$ cat config.mk
export PLATFORM = sky130hd
export DESIGN_NAME = tcw_apb_regs
export DESIGN_NICKNAME = d
export VERILOG_FILES = /design/src/rtl/tcw_pkg.sv /design/src/rtl/tcw_apb_regs.sv
export SDC_FILE = /design/constraint.sdc
export NUM_CORES = 1
export LEC_CHECK = 0
export BUFFER_PORTS_ARGS = -buffer_cell sky130_fd_sc_hd__clkbuf_2
export CAP_MARGIN = 40
export CORE_ASPECT_RATIO = 0.8
export CORE_UTILIZATION = 32
export DETAILED_ROUTE_END_ITERATION = 6
export GPL_ROUTABILITY_DRIVEN = 0
export PLACE_DENSITY = 0.84
export SYNTH_ARGS = -nofsm -noshare
export SYNTH_HDL_FRONTEND = slang
export SYNTH_SLANG_ARGS = --single-unit
$ cat constraint.sdc
create_clock -name clk -period 2 [get_ports clk]
set_input_delay 0.2 -clock clk [delete_from_list [all_inputs] [get_ports clk]]
set_output_delay 0.2 -clock clk [all_outputs]
set_load 0.005 [all_outputs]
$ cat src/rtl/tcw_pkg.sv
// Shared constants for the text console writer: field widths, character
// codes, reset values and the register map. No dependencies.
package tcw_pkg;

    // Default screen geometry
    localparam int COLUMNS_DEF = 80;
    localparam int ROWS_DEF    = 25;

    // Payload field widths
    localparam int FUNC_W     = 1;
    localparam int CHAR_W     = 8;
    localparam int IDX_W      = 11;
    localparam int ENTRY_W    = 16;
    localparam int ROW_OUT_W  = 5;
    localparam int COL_OUT_W  = 7;
    localparam int POS_OUT_W  = 11;
    localparam int COLOR_W    = 8;

    // Configuration port
    localparam int APB_ADDR_W = 3;
    localparam int APB_DATA_W = 32;
    localparam int REG_IDX_W  = APB_ADDR_W - 2;
    localparam logic [REG_IDX_W-1:0] REG_TEXT_COLOR = '0;

    // Function codes
    localparam logic [FUNC_W-1:0] FUNC_WRITE = 1'b0;
    localparam logic [FUNC_W-1:0] FUNC_READ  = 1'b1;

    // Character codes and reset values
    localparam logic [CHAR_W-1:0]  NEWLINE_CHAR = 8'h0A;
    localparam logic [CHAR_W-1:0]  BLANK_CHAR   = 8'h20;
    localparam logic [ENTRY_W-1:0] RESET_CELL   = 16'h0720;
    localparam logic [COLOR_W-1:0] RESET_COLOR  = 8'h07;

endpackage

$ cat src/rtl/tcw_apb_regs.sv
// APB register file holding the text colour attribute.
// Depends on tcw_pkg for the register map and reset value.
module tcw_apb_regs (
    input  logic                             clk,
    input  logic                             rst_n,
    input  logic                             psel,
    input  logic                             penable,
    input  logic                             pwrite,
    input  logic [tcw_pkg::APB_ADDR_W-1:0]   paddr,
    input  logic [tcw_pkg::APB_DATA_W-1:0]   pwdata,
    output logic [tcw_pkg::APB_DATA_W-1:0]   prdata,
    output logic                             pready,
    output logic [tcw_pkg::COLOR_W-1:0]      text_color
);

    logic [tcw_pkg::REG_IDX_W-1:0] reg_idx;
    logic [tcw_pkg::COLOR_W-1:0]   color_reg;
    logic [tcw_pkg::COLOR_W-1:0]   color_next;
    logic                          wr_hit;

    assign reg_idx = paddr[tcw_pkg::APB_ADDR_W-1:2];
    assign pready  = 1'b1;
    assign wr_hit  = psel && penable && pwrite && (reg_idx == tcw_pkg::REG_TEXT_COLOR);

    // Take the low byte on a completed write transaction
    always_comb
    begin
        color_next = color_reg;
        if (wr_hit)
        begin
            color_next = pwdata[tcw_pkg::COLOR_W-1:0];
        end
    end

    always_ff @(posedge clk or negedge rst_n)
    begin
        if (!rst_n)
        begin
            color_reg <= tcw_pkg::RESET_COLOR;
        end
        else
        begin
            color_reg <= color_next;
        end
    end

    // Read back; unmapped addresses read zero
    always_comb
    begin
        prdata = '0;
        if (reg_idx == tcw_pkg::REG_TEXT_COLOR)
        begin
            prdata = {{(tcw_pkg::APB_DATA_W - tcw_pkg::COLOR_W){1'b0}}, color_reg};
        end
    end

    assign text_color = color_reg;

endmodule

==> results of run 1 <==
[cell usage in the layout (no fill, tap or decap)]
cell           synthesis  final
and2b_2                8      8
clkbuf_1               0      1
clkbuf_2               0     29
clkbuf_4               0      3
conb_1                 2     25
dfrtp_1                5      5
dfstp_2                3      3
dlygate4sd3_1          0      1
mux2_2                 8      8
nand4b_4               1      1
[repair_timing]
action | in CTS | in global routing
gates resized for setup | 0 | 0
hold buffers | 1 | 0
endpoints found under the hold margin | 5 | 0
endpoints found under the setup margin | 0 | 0
[final cells by class]
type / count / area [sq um]
clock buffers: 4 / 26.3
fillers: 169 / 968
repair buffers: 30 / 155
well taps: 22 / 27.5
multi-input cells: 42 / 278
flip-flops and latches: 8 / 204
[metrics by stage]
stage	hold slack, ns	std cells	setup slack, ns
global placement	0.0514	101	0.926
CTS	0.162	106	0.757
finish	0.175	106	0.775
detailed placement	0.0614	101	0.921
global route	0.172	106	0.733
floorplan	-0.0956	75	1.14
[final timing paths]
path / slack [ns] / to / depth (start not counted)
max in group asynchronous: 1.43 / text_color[1] / 2
max reg2reg: 1.24 / text_color[6] / 1
min reg2reg: 0.53 / text_color[3] / 1
min: 0.17 / text_color[6] / 2
max: 0.78 / prdata[0] / 2
min in group asynchronous: 0.32 / text_color[6] / 2
[layer usage]
metal	GRT usage (%)	vias to the layer above	share of wire (%)
met5	0	-	0
met4	6.43	0	0
met3	1.89	0	8.6
met2	21.6	30	59
met1	8.35	180	32
li1	-	178	-
[worst max-delay path, cell delays in order (launching register included)]
cell      delay (ns)
dfstp_2         0.53
and2b_2         0.14
clkbuf_2        0.10
[report_power, final]
part	internal, W	switching, W
combinational	0.0000905	0.0000635
clock	0.0000765	0.0000573
sequential	0.000208	0.0000219
total	0.000375	0.000143
[cells by family after synthesis]
group                  Yosys count  share of synthesized area (%)
buffers and inverters           25                           32.2
other                            2                           1.29
AND/OR/NAND/NOR                  9                           16.1
multiplexers                     8                           15.5
flip-flops                       8                           35.0
==> results_dict.tcl, run 1 <==
set metrics [dict create \
    status "complete, no violations" \
    fin_crit_ns 1.22 \
    first_global_vias 362 \
    synth_top_area_share_pct 32.2 \
    syn_inst 52 \
    clk_latency_ns 0.25 \
    ant_nets 0 \
    start_util_pct 35.1 \
    final_core_util_pct 41.6 \
    seq_area_frac_synth_pct 35.0 \
    viasPerCell 3.66 \
    core_sq_um 1660 \
    cts.sinks 8 \
    hold_start "pwdata[6]" \
    async_flop_share_pct 100 \
    place_area_sq_um 654 \
    syn-cell-area_sq_um 583 \
    synthFlopType "dfrtp_1" \
    grt_usage_pct 9.75 \
    routed_wl_um 952 \
    synth_top_area_cell "buf_4" \
    critPathCaptureType "output port" \
    die_w_um 49.7 \
    drv_slew 0 \
    drt_first_pass_iters 4 \
    critPathLaunch "text_color[0]" \
    hpwl_um 791 \
    antenna-diode-count 0 \
    num_rows 13 \
    io-pin-count 81 \
    path_max_fanout 3 \
    cap_violations 0 \
    finalHoldViolations 0 \
    setup_tns_ns 0 \
    vdd_ir_drop_max_uv 348 \
    cts_root_buf "clkbuf_4" \
    ys_types 7 \
    grt_max_degree 10 \
    r2r_start "text_color[6]" \
    synth-seq-cells 8 \
    startpoint_type "flop" \
    post-cts-setup-buffer-count 0 \
    rsz0062_at_grt "no" \
    yosysWarnings 0 \
    h-tree-depth 1 \
    cts_max_path_buffers 2 \
    p_total_w 0.000517 \
    period_share_pct 61.2 \
    finClkSkew_ns 0 \
    post-route-drc-count 0 \
    clkTransAtPathRegs_ns 0.06 \
    worstPathRequired_ns 1.80 \
    fmax_ghz 0.817 \
    worst-setup-path-type "reg2out" \
    ys_top_cells_by_area "buf_4 32%, dfrtp_1 21%, mux2_2 15%" \
    grt_pass1_wl_um 1400 \
    setup_viol 0 \
    nNetsFinal 125 \
    syn_avg_cell_area_sq_um 11.2 \
    gr-total-overflow 0 \
    stdcell_area_sq_um 691 \
    via_count 388 \
    cts_inserted_buffers 3 \
    ys_top_cells_by_count "25 x buf_4, 8 x and2b_2, 8 x mux2_2" \
    port_buffers 29 \
    leakage_nw 0.407 \
    antenna_found_initial 0 \
    syn2layout_area_growth_pct 18.5 \
    routedWlPerCell_um 8.98 \
    powerDensity_nw_per_um2 749 \
    drive_gt1_share_pct 61.9 \
    min_path_type "in2reg" \
    largest_reg_flops 8 \
    die_y_um 40.2 \
    drt_iter0_drc 2 \
    cp.arrival_ns 1.02 \
    post-synth-top-count-cell "buf_4" \
    cts_tree "built" \
    synth_edf_count 0 \
    fp.dieArea_sq_um 2000 \
]
Power figures use the tool's default switching activity.
==> run 2: changes to the inputs <==
--- a/config.mk
+++ b/config.mk
@@ -8,10 +8,10 @@
 export BUFFER_PORTS_ARGS = -buffer_cell sky130_fd_sc_hd__clkbuf_2
 export CAP_MARGIN = 40
 export CORE_ASPECT_RATIO = 0.8
-export CORE_UTILIZATION = 32
+export CORE_UTILIZATION = 30
 export DETAILED_ROUTE_END_ITERATION = 6
 export GPL_ROUTABILITY_DRIVEN = 0
-export PLACE_DENSITY = 0.84
+export PLACE_DENSITY = 0.79
 export SYNTH_ARGS = -nofsm -noshare
 export SYNTH_HDL_FRONTEND = slang
 export SYNTH_SLANG_ARGS = --single-unit
==> constraint.sdc (replaced) <==
create_clock -name clk -period 1.2 [get_ports clk]
set_input_delay 0.12 -clock clk [delete_from_list [all_inputs] [get_ports clk]]
set_output_delay 0.12 -clock clk [all_outputs]
set_load 0.005 [all_outputs]
==> run 2 against run 1 <==
First-iteration DRC count rose by 50%. Non-clock buffer count rose by 1. Final area rose by 1.1%. Register-to-register slack got worse by 0.80 ns. Flip-flop and latch count did not move. Worst setup slack got worse by 0.71 ns. Hold slack got worse by 0.073 ns. Die area rose by 6.4%. Wire length rose by 2.1%. Critical path type unchanged. Largest power group unchanged. Highest routed layer unchanged.
==> results_dict.tcl, run 2 (same netlist as run 1, synthesis figures left out) <==
set metrics [dict create \
    core_sq_um 1720 \
    cp.arrival_ns 1.01 \
    cts_tree "built" \
    worst-setup-path-type "reg2out" \
    gr-usage-met2_pct 17.6 \
    drt_iter0_drc 3 \
    cts.sinks 8 \
    drt_first_pass_iters 2 \
    critPathCaptureType "output port" \
    intPower_w 0.000626 \
    gr-total-overflow 0 \
    vdd_ir_drop_max_uv 469 \
    p_total_w 0.000855 \
    cts_max_path_buffers 2 \
    die_w_um 51.3 \
    path_max_fanout 3 \
    grt_usage_pct 9.79 \
    power_frac_comb_pct 30.1 \
    antenna-diode-count 0 \
    drive_gt1_share_pct 62.4 \
    final_common_cell "clkbuf_2" \
    cts.repair.resized 0 \
    antenna_found_initial 0 \
    period_share_pct 94.3 \
    cts_root_buf "clkbuf_4" \
    fin_ws_ns 0.0689 \
    setup_viol 0 \
    layout_common_cells "29 x clkbuf_2, 25 x conb_1, 8 x and2b_2, 8 x mux2_2, 5 x dfrtp_1" \
    fp.dieArea_sq_um 2120 \
    hold-path-endpoint "text_color[6]" \
    viasPerCell 3.69 \
    start_util_pct 33.8 \
    via_count 395 \
    clk_latency_ns 0.24 \
    syn2layout_area_growth_pct 19.7 \
    worstPathRequired_ns 1.08 \
    hpwl_um 829 \
    grt_busiest_layer "met2" \
    finClkSkew_ns 0 \
    routed_wl_um 972 \
    ant_nets 0 \
    r2r_start "text_color[7]" \
    worstReg2RegEnd "text_color[7]" \
    powerDensity_nw_per_um2 1220 \
    cap_violations 0 \
    r2r_cells 1 \
    hold_path_depth 2 \
    die_y_um 41.4 \
    setup_tns_ns 0 \
    post-route-drc-count 0 \
    num_rows 13 \
    dp_slack_ns 0.293 \
    clockPowerShare_pct 24.9 \
    final_core_util_pct 40.5 \
    nNetsFinal 126 \
    dp_cells 102 \
    routedWlPerCell_um 9.08 \
    swShare_pct 26.7 \
    critPathLaunch "text_color[1]" \
    fin_crit_ns 1.13 \
    cts_inserted_buffers 3 \
    leakage_nw 0.412 \
    port_buffers 29 \
    io-pin-count 81 \
    worst-path-buf-inv 1 \
    p_switching_w 0.000229 \
    grt_use_met1_pct 9.01 \
    critical_path.top_delay_family "flip-flops" \
    cp_slowest_cell "dfstp_2" \
    grt_pass1_wl_um 1470 \
    largest_reg_flops 8 \
    rrSetupSlack_ns 0.44 \
    fmax_ghz 0.884 \
    status "complete, no violations" \
    rsz0062_at_grt "no" \
    grt_max_degree 9 \
    grt_use_met3_pct 8.06 \
    cpPeakStageDelay_ns 0.53 \
    startpoint_type "flop" \
    p_seq_share_pct 45.0 \
    clkTransAtPathRegs_ns 0.05 \
    hold_start "pwdata[6]" \
    crit_chain "and2b_2, clkbuf_2" \
    drv_slew 0 \
    final_cells 107 \
    finalHoldViolations 0 \
    min_path_type "in2reg" \
    first_global_vias 356 \
    h-tree-depth 1 \
]
[run 2: changes by cell type in the layout (fill, tap and decap cells not counted)]
| cell | delta |
|---|---|
| buf_4 | +1 |
[run 2: worst max path at each step]
stage,endpoint,depth (start not counted)
3_5_place_dp,text_color[3],3
6_report,prdata[1],2
4_1_cts,prdata[1],2
3_3_place_gp,text_color[6],3
2_1_floorplan,prdata[0],1
5_1_grt,prdata[1],2
[run 2: area by class of cell]
class                   count  area (sq um)
clock buffers               4          26.3
well taps                  22          27.5
multi-input cells          42           278
repair buffers             31           163
flip-flops and latches      8           204
fillers                   175          1030
[run 2: through the flow]
stage / instance area [sq um] / hold slack (ns)
after floorplan: 669 / -0.176
after global placement: 662 / -0.0210
after detailed placement: 662 / -0.0209
after CTS: 698 / 0.0928
after global routing: 698 / 0.0836
final: 698 / 0.102
[run 2: routing by layer]
layer,up-vias,part of all wire (%)
li1,182,-
met1,184,31
met2,29,56
met3,0,13
met4,0,0
met5,-,0
[run 2: what timing repair did]
| action | 4_1_cts | 5_1_grt |
|---|---|---|
| hold endpoints to repair | 8 | 0 |
| setup buffers | 0 | 0 |
| endpoints found under the setup margin | 0 | 0 |
| hold buffers | 1 | 0 |
[run 2: power groups by stage]
stage | sequential [W] | clock [W] | combinational (W)
2_1_floorplan | 0.000391 | 0 | 0.000175
3_3_place_gp | 0.000384 | 0 | 0.000252
3_5_place_dp | 0.000390 | 0 | 0.000260
6_report | 0.000385 | 0.000213 | 0.000258
4_1_cts | 0.000386 | 0.000228 | 0.000262
5_1_grt | 0.000395 | 0.000249 | 0.000285
==> run 3: changes to the inputs <==
--- a/config.mk
+++ b/config.mk
@@ -8,10 +8,11 @@
 export BUFFER_PORTS_ARGS = -buffer_cell sky130_fd_sc_hd__clkbuf_2
 export CAP_MARGIN = 40
 export CORE_ASPECT_RATIO = 0.8
-export CORE_UTILIZATION = 30
+export CORE_UTILIZATION = 31
+export CTS_BUF_LIST = sky130_fd_sc_hd__clkbuf_2 sky130_fd_sc_hd__clkbuf_4 sky130_fd_sc_hd__clkbuf_8
 export DETAILED_ROUTE_END_ITERATION = 6
 export GPL_ROUTABILITY_DRIVEN = 0
-export PLACE_DENSITY = 0.79
+export PLACE_DENSITY = 0.82
 export SYNTH_ARGS = -nofsm -noshare
 export SYNTH_HDL_FRONTEND = slang
 export SYNTH_SLANG_ARGS = --single-unit
==> run 3 against run 2 <==
Maximum frequency down 0.31%. Final area up 0.54%. Die area down 3.1%. Via count down 4.3%. Sequential share of layout area down 0.16 points. Combinational power about the same. Highest routed layer unchanged.
==> results_dict.tcl, run 3 (same netlist as run 1, synthesis figures left out) <==
set metrics [dict create \
    syn2layout_area_growth_pct 20.4 \
    critPathCaptureType "output port" \
    period_share_pct 94.6 \
    viasPerCell 3.53 \
    io-pin-count 81 \
    die_y_um 40.8 \
    cp.arrival_ns 1.01 \
    cap_violations 0 \
    status "complete, no violations" \
    largest_reg_flops 8 \
    post-route-drc-count 0 \
    grt_use_met3_pct 2.96 \
    cts.repair.resized 0 \
    dp_cells 102 \
    port_buffers 29 \
    via_count 378 \
    clkTransAtPathRegs_ns 0.06 \
    hold_start "pwdata[3]" \
    clk_latency_ns 0.24 \
    routed_wl_um 946 \
    cts_root_buf "clkbuf_4" \
    critPathLaunch "text_color[2]" \
    worstPathRequired_ns 1.08 \
    gr-usage-met2_pct 17.3 \
    layout_common_cells "29 x clkbuf_2, 25 x conb_1, 8 x and2b_2, 8 x mux2_2, 5 x dfrtp_1" \
    path_max_fanout 3 \
    cts_max_path_buffers 2 \
    r2r_start "text_color[7]" \
    rsz0062_at_grt "no" \
    antenna_found_initial 0 \
    finClkSkew_ns 0 \
    grt_use_met1_pct 9.31 \
    startpoint_type "flop" \
    grt_max_degree 9 \
    grt_busiest_layer "met2" \
    powerDensity_nw_per_um2 1260 \
    vdd_ir_drop_max_uv 614 \
    ant_nets 0 \
    antenna-diode-count 0 \
    num_rows 13 \
    worst-setup-path-type "reg2out" \
    drt_first_pass_iters 2 \
    fillers 178 \
    cts.sinks 8 \
    leakage_nw 0.415 \
    cp_slowest_cell "dfstp_2" \
    drive_gt1_share_pct 63.5 \
    setup_viol 0 \
    start_util_pct 34.5 \
    cpPeakStageDelay_ns 0.54 \
    h-tree-depth 1 \
    finalHoldViolations 0 \
    first_global_vias 314 \
    fmax_ghz 0.881 \
    cts_tree "built" \
    nNetsFinal 126 \
    fp.dieArea_sq_um 2060 \
    drv_slew 0 \
    core_sq_um 1690 \
    min_path_type "in2reg" \
    die_w_um 50.5 \
    drt_iter0_drc 1 \
    crit_chain "and2b_2, clkbuf_2" \
    setup_tns_ns 0 \
    grt_usage_pct 8.99 \
    rrSetupSlack_ns 0.42 \
    hpwl_um 773 \
    final_common_cell "clkbuf_2" \
    fin_crit_ns 1.13 \
    gr-total-overflow 0 \
    routedWlPerCell_um 8.84 \
    cts_inserted_buffers 3 \
    final_cells 107 \
    grt_pass1_wl_um 1310 \
]
## run 3: cell counts in the layout (fill, tap and decap cells not counted)
No cell type changed its count.
## run 3: per-stage QoR
stage               total power [W]  util, %  hold slack, ns  setup slack, ns  cell area, sq um
floorplan                  0.000566        -          -0.176            0.423               669
global placement           0.000635     39.1         -0.0309            0.300               662
detailed placement         0.000648     39.1         -0.0244            0.282               662
CTS                        0.000895     41.5          0.0956           0.0598               702
global route               0.000946     41.5          0.0888           0.0295               702
finish                     0.000883     41.5          0.0982           0.0654               702
## run 3: cell type report
type | count | area (sq um) | share of cell area [%]
sequential | 8 | 204 | 29.1
tap | 22 | 27.5 | 3.92
multi-input combinational | 42 | 278 | 39.6
timing repair buffer | 31 | 163 | 23.2
clock buffer | 4 | 30.0 | 4.28
## run 3: final timing paths
check / endpoint / cells after the start
hold reg to reg: text_color[3] / 1
hold / removal: text_color[3] / 2
setup reg to reg: text_color[7] / 1
max in group asynchronous: text_color[1] / 2
setup / recovery: prdata[2] / 2
min in group asynchronous: text_color[7] / 2
## run 3: repair_timing
item | CTS | global route
hold buffers | 1 | 0
endpoints found under the hold margin | 8 | 0
buffers inserted | 0 | 0
## run 3: per-layer routing
metal | share of wire (%) | routed length (um)
met1 | 38 | 356
met2 | 54 | 508
met3 | 8.6 | 81
met4 | 0 | 0
met5 | 0 | 0
## run 3: power by group
part           internal, W  leakage (nW)  switching [W]
sequential        0.000346        0.0915      0.0000413
clock             0.000150        0.0184      0.0000892
combinational     0.000153         0.305       0.000104
## run 3: critical path, delay by kind of cell, from the launching register on
| family | cells | cell delay (ns) |
|---|---|---|
| buf+inv | 1 | 0.10 |
| simple gates | 1 | 0.14 |
| flops | 1 | 0.54 |
