==> config.mk <==
export PLATFORM = sky130hd
export DESIGN_NAME = tcw_ctrl
export DESIGN_NICKNAME = d
export VERILOG_FILES = /design/src/rtl/tcw_pkg.sv /design/src/rtl/tcw_ctrl.sv
export SDC_FILE = /design/constraint.sdc
export NUM_CORES = 1
export LEC_CHECK = 0
export ABC_AREA = 1
export BUFFER_PORTS_ARGS = -buffer_cell sky130_fd_sc_hd__buf_2
export CAP_MARGIN = 10
export CORE_MARGIN = 2
export CORE_UTILIZATION = 55
export CTS_CLUSTER_SIZE = 28
export DETAILED_ROUTE_END_ITERATION = 12
export PLACE_DENSITY = 0.89
export SKIP_CTS_REPAIR_TIMING = 1
export SLEW_MARGIN = 20
export SYNTH_ARGS = -nofsm -noshare
export SYNTH_HDL_FRONTEND = slang
export SYNTH_SLANG_ARGS = --single-unit
==> constraint.sdc <==
create_clock -name clk -period 3.87 [get_ports clk]
set_clock_uncertainty 0.05 [all_clocks]
set_input_delay 0.1935 -clock clk [delete_from_list [all_inputs] [get_ports clk]]
set_output_delay 0.1935 -clock clk [all_outputs]
set_load 0.02 [all_outputs]
==> src/rtl/tcw_pkg.sv <==
// Shared constants for the text console writer: field widths, character
// codes, reset values and the register map. No dependencies.
package tcw_pkg;

    // Default screen geometry
    localparam int COLUMNS_DEF = 80;
    localparam int ROWS_DEF    = 25;

    // Payload field widths
    localparam int FUNC_W     = 1;
    localparam int CHAR_W     = 8;
    localparam int IDX_W      = 11;
    localparam int ENTRY_W    = 16;
    localparam int ROW_OUT_W  = 5;
    localparam int COL_OUT_W  = 7;
    localparam int POS_OUT_W  = 11;
    localparam int COLOR_W    = 8;

    // Configuration port
    localparam int APB_ADDR_W = 3;
    localparam int APB_DATA_W = 32;
    localparam int REG_IDX_W  = APB_ADDR_W - 2;
    localparam logic [REG_IDX_W-1:0] REG_TEXT_COLOR = '0;

    // Function codes
    localparam logic [FUNC_W-1:0] FUNC_WRITE = 1'b0;
    localparam logic [FUNC_W-1:0] FUNC_READ  = 1'b1;

    // Character codes and reset values
    localparam logic [CHAR_W-1:0]  NEWLINE_CHAR = 8'h0A;
    localparam logic [CHAR_W-1:0]  BLANK_CHAR   = 8'h20;
    localparam logic [ENTRY_W-1:0] RESET_CELL   = 16'h0720;
    localparam logic [COLOR_W-1:0] RESET_COLOR  = 8'h07;

endpackage

==> src/rtl/tcw_ctrl.sv <==
// Sequencer for the console: clearing pass, cursor update, cell writes,
// reads and the scroll copy through the screen store. Depends on tcw_pkg.
module tcw_ctrl #(
    parameter int COLUMNS = tcw_pkg::COLUMNS_DEF,
    parameter int ROWS    = tcw_pkg::ROWS_DEF,
    parameter int ADDR_W  = $clog2(COLUMNS * ROWS)
) (
    input  logic                            clk,
    input  logic                            rst_n,
    // input channel
    input  logic                            in_valid,
    output logic                            in_ready,
    input  logic [tcw_pkg::FUNC_W-1:0]      func,
    input  logic [tcw_pkg::CHAR_W-1:0]      char_code,
    input  logic [tcw_pkg::IDX_W-1:0]       cell_index,
    input  logic [tcw_pkg::COLOR_W-1:0]     text_color,
    // result channel
    output logic                            out_valid,
    input  logic                            out_ready,
    output logic [tcw_pkg::ENTRY_W-1:0]     read_entry,
    output logic [tcw_pkg::ROW_OUT_W-1:0]   cursor_row,
    output logic [tcw_pkg::COL_OUT_W-1:0]   cursor_column,
    output logic [tcw_pkg::POS_OUT_W-1:0]   cursor_position,
    output logic                            scrolled,
    // screen store port
    output logic                            mem_we,
    output logic [ADDR_W-1:0]               mem_waddr,
    output logic [tcw_pkg::ENTRY_W-1:0]     mem_wdata,
    output logic                            mem_re,
    output logic [ADDR_W-1:0]               mem_raddr,
    input  logic [tcw_pkg::ENTRY_W-1:0]     mem_rdata
);

    localparam int CELL_COUNT = COLUMNS * ROWS;
    localparam int COPY_N     = CELL_COUNT - COLUMNS;
    localparam int LAST_BASE  = (ROWS - 1) * COLUMNS;
    localparam int COL_W      = (COLUMNS > 1) ? $clog2(COLUMNS) : 1;
    localparam int ROW_W      = $clog2(ROWS);
    localparam int CNT_W      = $clog2(CELL_COUNT + 1);

    typedef enum logic [4:0] {
        ST_CLEAR  = 5'b00001,
        ST_IDLE   = 5'b00010,
        ST_READ   = 5'b00100,
        ST_SCROLL = 5'b01000,
        ST_DONE   = 5'b10000
    } state_t;

    state_t                       state_reg,  state_next;
    logic [CNT_W-1:0]             cnt_reg,    cnt_next;
    logic [ROW_W-1:0]             row_reg,    row_next;
    logic [COL_W-1:0]             col_reg,    col_next;
    logic [ADDR_W-1:0]            pos_reg,    pos_next;
    logic                         range_reg,  range_next;
    logic [tcw_pkg::ENTRY_W-1:0]  entry_reg,  entry_next;
    logic                         scroll_reg, scroll_next;
    logic                         ov_reg,     ov_next;
    logic [tcw_pkg::ENTRY_W-1:0]  oentry_reg, oentry_next;
    logic [ROW_W-1:0]             orow_reg,   orow_next;
    logic [COL_W-1:0]             ocol_reg,   ocol_next;
    logic [ADDR_W-1:0]            opos_reg,   opos_next;
    logic                         oscr_reg,   oscr_next;

    logic accept;
    logic last_row;
    logic last_col;
    logic in_range;

    assign in_ready = (state_reg == ST_IDLE);
    assign accept   = in_valid && in_ready;
    assign last_row = (row_reg == ROW_W'(ROWS - 1));
    assign last_col = (col_reg == COL_W'(COLUMNS - 1));
    assign in_range = (32'(cell_index) < CELL_COUNT);

    always_comb
    begin
        state_next  = state_reg;
        cnt_next    = cnt_reg;
        row_next    = row_reg;
        col_next    = col_reg;
        pos_next    = pos_reg;
        range_next  = range_reg;
        entry_next  = entry_reg;
        scroll_next = scroll_reg;
        mem_we      = 1'b0;
        mem_waddr   = '0;
        mem_wdata   = '0;
        mem_re      = 1'b0;
        mem_raddr   = '0;

        unique case (state_reg)
            // Fill the store with blanks after reset
            ST_CLEAR:
            begin
                mem_we    = 1'b1;
                mem_waddr = ADDR_W'(cnt_reg);
                mem_wdata = tcw_pkg::RESET_CELL;
                if (cnt_reg == CNT_W'(CELL_COUNT - 1))
                begin
                    cnt_next   = '0;
                    state_next = ST_IDLE;
                end
                else
                begin
                    cnt_next = cnt_reg + 1'b1;
                end
            end

            // Take one transaction and start its work
            ST_IDLE:
            begin
                if (accept)
                begin
                    scroll_next = 1'b0;
                    entry_next  = '0;
                    if (func == tcw_pkg::FUNC_READ)
                    begin
                        range_next = in_range;
                        mem_re     = in_range;
                        mem_raddr  = ADDR_W'(cell_index);
                        state_next = ST_READ;
                    end
                    else
                    begin
                        state_next = ST_DONE;
                        if (char_code != tcw_pkg::NEWLINE_CHAR)
                        begin
                            mem_we    = 1'b1;
                            mem_waddr = pos_reg;
                            mem_wdata = {text_color, char_code};
                        end
                        if (char_code == tcw_pkg::NEWLINE_CHAR || last_col)
                        begin
                            // move to the start of the next row, scrolling at the bottom
                            col_next = '0;
                            if (last_row)
                            begin
                                pos_next    = ADDR_W'(LAST_BASE);
                                scroll_next = 1'b1;
                                cnt_next    = '0;
                                state_next  = ST_SCROLL;
                            end
                            else
                            begin
                                row_next = row_reg + 1'b1;
                                pos_next = pos_reg + ADDR_W'(COLUMNS) - ADDR_W'(col_reg);
                            end
                        end
                        else
                        begin
                            col_next = col_reg + 1'b1;
                            pos_next = pos_reg + 1'b1;
                        end
                    end
                end
            end

            // Capture the cell read
            ST_READ:
            begin
                entry_next = range_reg ? mem_rdata : '0;
                state_next = ST_DONE;
            end

            // Copy each cell up one row, then blank the bottom row;
            // reads run one step ahead of writes and never hit the same entry
            ST_SCROLL:
            begin
                mem_re    = (cnt_reg < CNT_W'(COPY_N));
                mem_raddr = ADDR_W'(cnt_reg + CNT_W'(COLUMNS));
                mem_we    = (cnt_reg != '0);
                mem_waddr = ADDR_W'(cnt_reg - 1'b1);
                mem_wdata = (cnt_reg <= CNT_W'(COPY_N)) ? mem_rdata
                                                        : {text_color, tcw_pkg::BLANK_CHAR};
                if (cnt_reg == CNT_W'(CELL_COUNT))
                begin
                    cnt_next   = '0;
                    state_next = ST_DONE;
                end
                else
                begin
                    cnt_next = cnt_reg + 1'b1;
                end
            end

            // Hand the result over once the output register is free
            ST_DONE:
            begin
                if (!ov_reg || out_ready)
                begin
                    state_next = ST_IDLE;
                end
            end

            default:
            begin
                state_next = ST_CLEAR;
            end
        endcase
    end

    // Output register
    always_comb
    begin
        ov_next     = ov_reg;
        oentry_next = oentry_reg;
        orow_next   = orow_reg;
        ocol_next   = ocol_reg;
        opos_next   = opos_reg;
        oscr_next   = oscr_reg;
        if (state_reg == ST_DONE && (!ov_reg || out_ready))
        begin
            ov_next     = 1'b1;
            oentry_next = entry_reg;
            orow_next   = row_reg;
            ocol_next   = col_reg;
            opos_next   = pos_reg;
            oscr_next   = scroll_reg;
        end
        else if (out_ready)
        begin
            ov_next = 1'b0;
        end
    end

    always_ff @(posedge clk or negedge rst_n)
    begin
        if (!rst_n)
        begin
            state_reg <= ST_CLEAR;
            cnt_reg   <= '0;
            row_reg   <= '0;
            col_reg   <= '0;
            pos_reg   <= '0;
            ov_reg    <= 1'b0;
        end
        else
        begin
            state_reg <= state_next;
            cnt_reg   <= cnt_next;
            row_reg   <= row_next;
            col_reg   <= col_next;
            pos_reg   <= pos_next;
            ov_reg    <= ov_next;
        end
    end

    // Payload registers
    always_ff @(posedge clk)
    begin
        range_reg  <= range_next;
        entry_reg  <= entry_next;
        scroll_reg <= scroll_next;
        oentry_reg <= oentry_next;
        orow_reg   <= orow_next;
        ocol_reg   <= ocol_next;
        opos_reg   <= opos_next;
        oscr_reg   <= oscr_next;
    end

    assign out_valid       = ov_reg;
    assign read_entry      = oentry_reg;
    assign cursor_row      = tcw_pkg::ROW_OUT_W'(orow_reg);
    assign cursor_column   = tcw_pkg::COL_OUT_W'(ocol_reg);
    assign cursor_position = tcw_pkg::POS_OUT_W'(opos_reg);
    assign scrolled        = oscr_reg;

endmodule

==> results of run 1 <==
==> layer usage <==
metal / track usage, % / wire [um] / vias to the layer above
li1: - / - / 2746
met1: 33.3 / 6230 / 2662
met2: 43.6 / 7390 / 323
met3: 5.22 / 1550 / 43
met4: 12.7 / 541 / 0
met5: 0 / 0 / -
==> how the worst max path moves through the flow <==
stage / from / to / cells past startpoint
6_report: state_reg[3]$_DFFE_PN0P_ / mem_waddr[1] / 10
5_1_grt: state_reg[2]$_DFFE_PN0P_ / mem_waddr[2] / 10
4_1_cts: state_reg[3]$_DFFE_PN0P_ / mem_waddr[1] / 10
3_5_place_dp: state_reg[3]$_DFFE_PN0P_ / mem_waddr[1] / 10
3_3_place_gp: state_reg[2]$_DFFE_PN0P_ / mem_waddr[2] / 10
2_1_floorplan: state_reg[1]$_DFFE_PN0P_ / cursor_column[0]$_DFFE_PP_ / 3
==> cell usage in the layout, fill, tap and decap left out, drive strengths merged <==
master,netlist,layout
fa,1,1
and2,1,1
o31ai,4,4
nor3,7,7
xor2,12,12
o22ai,7,7
dfstp,1,1
nand3b,2,2
dlygate4sd3,0,1
o21bai,1,1
inv,100,100
dfrtp,39,39
buf,23,131
o211ai,1,1
a31oi,1,1
a21oi,20,20
nor2,86,86
nand2,188,188
clkbuf,3,11
edfxtp,58,58
xnor2,4,4
clkinv,1,4
clkinvlp,0,2
o221ai,8,8
nand4,29,29
nand3,69,69
or2,2,2
o21ai,57,57
nor3b,1,1
ha,29,29
==> worst min-delay path: cells and delay by family <==
family                 cells  cell delay [ps]
buffers and inverters      2              140
AND/OR/NAND/NOR            2              130
==> cells in the mapped netlist, drive strengths merged <==
library cell / n
a21oi: 20
o211ai: 1
xor2: 12
o22ai: 7
nand2: 188
inv: 100
and2: 1
nor2: 86
o21ai: 57
dfrtp: 39
fa: 1
nor3b: 1
buf: 23
nand3: 69
nand3b: 2
nor3: 7
ha: 29
nand4: 29
edfxtp: 58
a31oi: 1
o31ai: 4
clkinv: 1
o21bai: 1
xnor2: 4
or2: 2
o221ai: 8
clkbuf: 3
dfstp: 1
==> layout make-up <==
| cell class | count | area share [%] |
|---|---|---|
| clock inverter | 5 | 0.446 |
| timing repair buffer | 132 | 9.85 |
| inverter | 101 | 5.43 |
| tap | 140 | 2.50 |
| clock buffer | 11 | 1.87 |
| sequential | 98 | 39.1 |
| multi-input combinational | 530 | 40.8 |
==> power groups by stage <==
stage	Clock [mW]	Sequential, mW	Combinational (mW)
after floorplan	0	1.44	1.51
after global placement	0	1.53	1.80
after detailed placement	0	1.53	1.86
after CTS	0.581	1.51	1.88
after global routing	0.621	1.55	2.18
final	0.580	1.52	1.91
==> through the flow <==
step / utilization (%) / power, mW / instance area [um2]
3_3_place_gp: 62.8 / 3.33 / 6810
4_1_cts: 64.3 / 3.98 / 6970
5_1_grt: 64.7 / 4.34 / 7010
3_5_place_dp: 62.8 / 3.40 / 6810
2_1_floorplan: - / 2.94 / 6130
6_report: 64.7 / 4.02 / 7010
==> logic make-up (layout without fill, tap and decap cells) <==
kind of cell,after synthesis,count (layout),synth area share (%)
and+or+nand+nor,385,385,28.3
buffers and inverters,127,249,8.81
AOI/OAI and AO/OA,99,99,9.67
DFF,98,98,44.7
adders and majority gates,30,30,6.24
xor gates and xnor gates,16,16,2.28
==> flow_summary.ini, run 1 <==
[worst_setup_path]
setup.worst_path.start_class = register
critPathKind = register to output port
crit_buf_inv = 2
cp_cell_sequence = nor2_4 > nand2_2 > nor2_8 > nand2_4 > nor2_8 > nand2_2 > inv_2 > nand2_1 > o221ai_1 > buf_2
end_kind = output port
slowest_delay_ps = 430
slowest_stage = dfrtp_1
cpLargestDelayFamily = simple AND/OR/NAND/NOR gates
r2r_slack_ps = 1280
required_ps = 3630
r2r-end = cnt_reg[9]$_DFFE_PN0P_
reg2reg_depth = 10
arrival_ps = 2850
reg2reg_from = col_reg[0]$_DFFE_PN0P_
crit_fanout = 27

[logic_synthesis]
ys_types = 41
synth_nets = 833
synth_warnings = 0
syn_inst = 755
synth-seq-cells = 98
synth_area_leader_cell = edfxtp_1
synth_area_um2 = 6130
synth_area_leaders = edfxtp_1, dfrtp_1, nand2_1
avgSynthCellArea_um2 = 8.13
synth_top_area_share_pct = 28.4
ys_seq_area_share_pct = 44.7

[timing]
max_freq_mhz = 324
finalSetupViolations = 0
timing.final.ws_setup_ps = 780
setup_tns_ps = 0
fin_crit_ps = 3090
timing.hold.ws_ps = 78.0
slew_violations = 0
tightest_slew_ps = 962
rsz0062_at_grt = no
max_slew_margin_pct = 35.8
hold_violations = 0
finalCritPeriodShare_pct = 79.9

[clock_tree]
clkSinkCount = 98
cts_tree = done
cts.path.max_buffers = 2
cts_buffers = 9
root_buffer = clkbuf_8
clk_latency_ps = 380
h-tree-depth = 3
clk_pin_slew_ps = 80

[routing]
wire_per_inst_um = 15.5
drt_iter0_drc = 519
drtAntennaViolNets = 0
vias = 5774
via_per_inst = 5.68
drtPass1Iterations = 5
drc = 0
wl_um = 15700

[pwr]
combPwrFrac_pct = 47.6
powerDensity_nw_per_um2 = 573
seqPwrFrac_pct = 37.9
swShare_pct = 46.2
intPower_mw = 2.16
peakVddDrop_mv = 0.263
p_leak_nw = 3.40
p_switching_mw = 1.85
pwr-share-clk_pct = 14.4

[global_routing]
grt_pass1_wl_um = 24300
grt_pass1_vias = 5123
grtUsageTotal_pct = 26.4
grt_overflow = 0
grt_max_degree = 41
antenna_found_initial = 0

[hold_path]
min_path_cells = 4
min_delay_worst_endpoint = out_valid$_DFFE_PN0P_
hp-start = out_ready
hold_class = primary input to register

[final_layout]
multi_input_area_um2 = 2860
final_cells = 1017
drive_above_1_share_pct = 20.4
fillers = 913
nets = 950
diodes = 0
regArea_um2 = 2740
area_growth_pct = 14.3

[placed_design]
dp_cells = 999
dp_slack_ps = 1260
gp_congestion = 0.972
port_buffers = 129
dp_hpwl_um = 11500

[floorplan]
die_area_um2 = 12000
core_um2 = 10800
start_util_pct = 56.6
die_w_um = 110
pin_count = 130
die_h_um = 110
num_rows = 38

[run_status]
status = finished clean

[job]
max-cap-violations = 0
Power figures use the tool's default switching activity.
==> run 2: changes to the inputs <==
clock period = 3.17 ns   (was 3.87 ns; I/O delays follow)
==> run 2 against run 1 <==
Effect of this change: combinational power is 24% higher; die area unchanged; flip-flop and latch count unchanged; global-route usage rose by 0.66 points; non-clock buffer count grew 4.
==> flow_summary.ini, run 2 (synthesis gave the netlist of run 1 again) <==
[run_status]
status = finished clean

[final_layout]
nets = 954
fin_util_pct = 65.4
diodes = 0
final_common_cell = nand2_1
design_area_um2 = 7080
area_growth_pct = 15.5
final_cell_mix = nand2_1, buf_2, inv_1, nor2_1, nand3_1
drive_above_1_share_pct = 21.2
fillers = 893

[timing]
rsz0062_at_grt = no
max_slew_margin_pct = 33.0
finalCritPeriodShare_pct = 92.8
setup_tns_ps = 0
max_freq_mhz = 340
slew_violations = 0
fin_crit_ps = 2940
finalSetupViolations = 0
hold_violations = 0
tightest_slew_ps = 1010
timing.final.ws_setup_ps = 229
timing.hold.ws_ps = 30.2

[pwr]
powerDensity_nw_per_um2 = 726
p_leak_nw = 3.45
peakVddDrop_mv = 0.377

[clock_tree]
cts_tree = done
clk_latency_ps = 380
h-tree-depth = 3
root_buffer = clkbuf_8
cts.path.max_buffers = 2
clkSinkCount = 98
cts_buffers = 9
clk_pin_slew_ps = 100

[placed_design]
dp_slack_ps = 671
port_buffers = 129
dp_hpwl_um = 11600
gp_congestion = 0.966
dpl_cell_area_um2 = 6850

[hold_path]
min_delay_worst_endpoint = out_valid$_DFFE_PN0P_
hp-start = out_ready
hold_class = primary input to register
min_path_cells = 4

[global_routing]
grtUsageTotal_pct = 27.1
grt_overflow = 0
grt_pass1_vias = 5282
grt_max_degree = 41
antenna_found_initial = 0
grt_pass1_wl_um = 24900

[worst_setup_path]
end_kind = output port
reg2reg_from = pos_reg[4]$_DFFE_PN0P_
setup.worst_path.start_class = register
critPathKind = register to output port
slowest_stage = dfrtp_1
reg2reg_depth = 11
arrival_ps = 2730
required_ps = 2960
slowest_delay_ps = 420
r2r_slack_ps = 820
r2r-end = pos_reg[5]$_DFFE_PN0P_
crit_fanout = 27
cp_cell_sequence = nor2_4 > nand2_2 > nor2_8 > nand2_4 > nor2_8 > nand2_2 > inv_2 > nand2_1 > o221ai_1 > buf_2

[floorplan]
num_rows = 38
pin_count = 130
core_um2 = 10800
die_h_um = 110
start_util_pct = 56.6
die_w_um = 110
die_area_um2 = 12000

[routing]
wire_per_inst_um = 15.6
via_per_inst = 5.72
drc = 0
wl_um = 15900
drtPass1Iterations = 5
vias = 5844
drtAntennaViolNets = 0
drt_iter0_drc = 633

[job]
max-cap-violations = 0
## run 2: power by group
| part | switching [mW] | internal, mW | leakage [nW] |
|---|---|---|---|
| Combinational | 1.54 | 0.818 | 2.31 |
| Sequential | 0.296 | 1.56 | 1.03 |
| Clock | 0.476 | 0.451 | 0.110 |
| Total | 2.31 | 2.83 | 3.45 |
## run 2: how the worst max path moves through the flow
stage,from,endpoint,slack (ps)
final,state_reg[2]$_DFFE_PN0P_,mem_waddr[1],230
after global routing,state_reg[2]$_DFFE_PN0P_,mem_waddr[1],50
after CTS,state_reg[2]$_DFFE_PN0P_,mem_waddr[2],240
after detailed placement,state_reg[2]$_DFFE_PN0P_,mem_waddr[2],670
after global placement,state_reg[2]$_DFFE_PN0P_,mem_waddr[2],710
after floorplan,state_reg[1]$_DFFE_PN0P_,cursor_column[0]$_DFFE_PP_,270
## run 2: cell type report
class / instances / area, um2 / area share (%)
Clock buffer: 9 / 124 / 1.75
Clock inverter: 7 / 103 / 1.45
Inverter: 101 / 380 / 5.37
Multi-Input combinational cell: 530 / 2860 / 40.3
Sequential cell: 98 / 2740 / 38.7
Tap cell: 140 / 175 / 2.47
Timing Repair Buffer: 136 / 701 / 9.89
## run 2: per-stage QoR
stage / total power, mW / cells
after floorplan: 3.59 / 755
after global placement: 4.09 / 1004
after detailed placement: 4.18 / 1004
after CTS: 5.11 / 1020
after global routing: 5.52 / 1021
final: 5.14 / 1021
## run 2: worst max-delay path, delay by kind of cell, from the launching register on
| kind | cells | cell delay [ps] |
|---|---|---|
| AOI/OAI and AO/OA | 1 | 130 |
| buffers and inverters | 2 | 530 |
| DFF | 1 | 420 |
| and+or+nand+nor | 7 | 1240 |
## run 2: per-layer routing
metal / vias up / track usage [%] / wire length, um
met5: - / 0 / 0
met2: 323 / 45.5 / 7610
met1: 2725 / 34.4 / 6440
li1: 2748 / - / -
met4: 0 / 13.3 / 534
met3: 48 / 3.56 / 1350
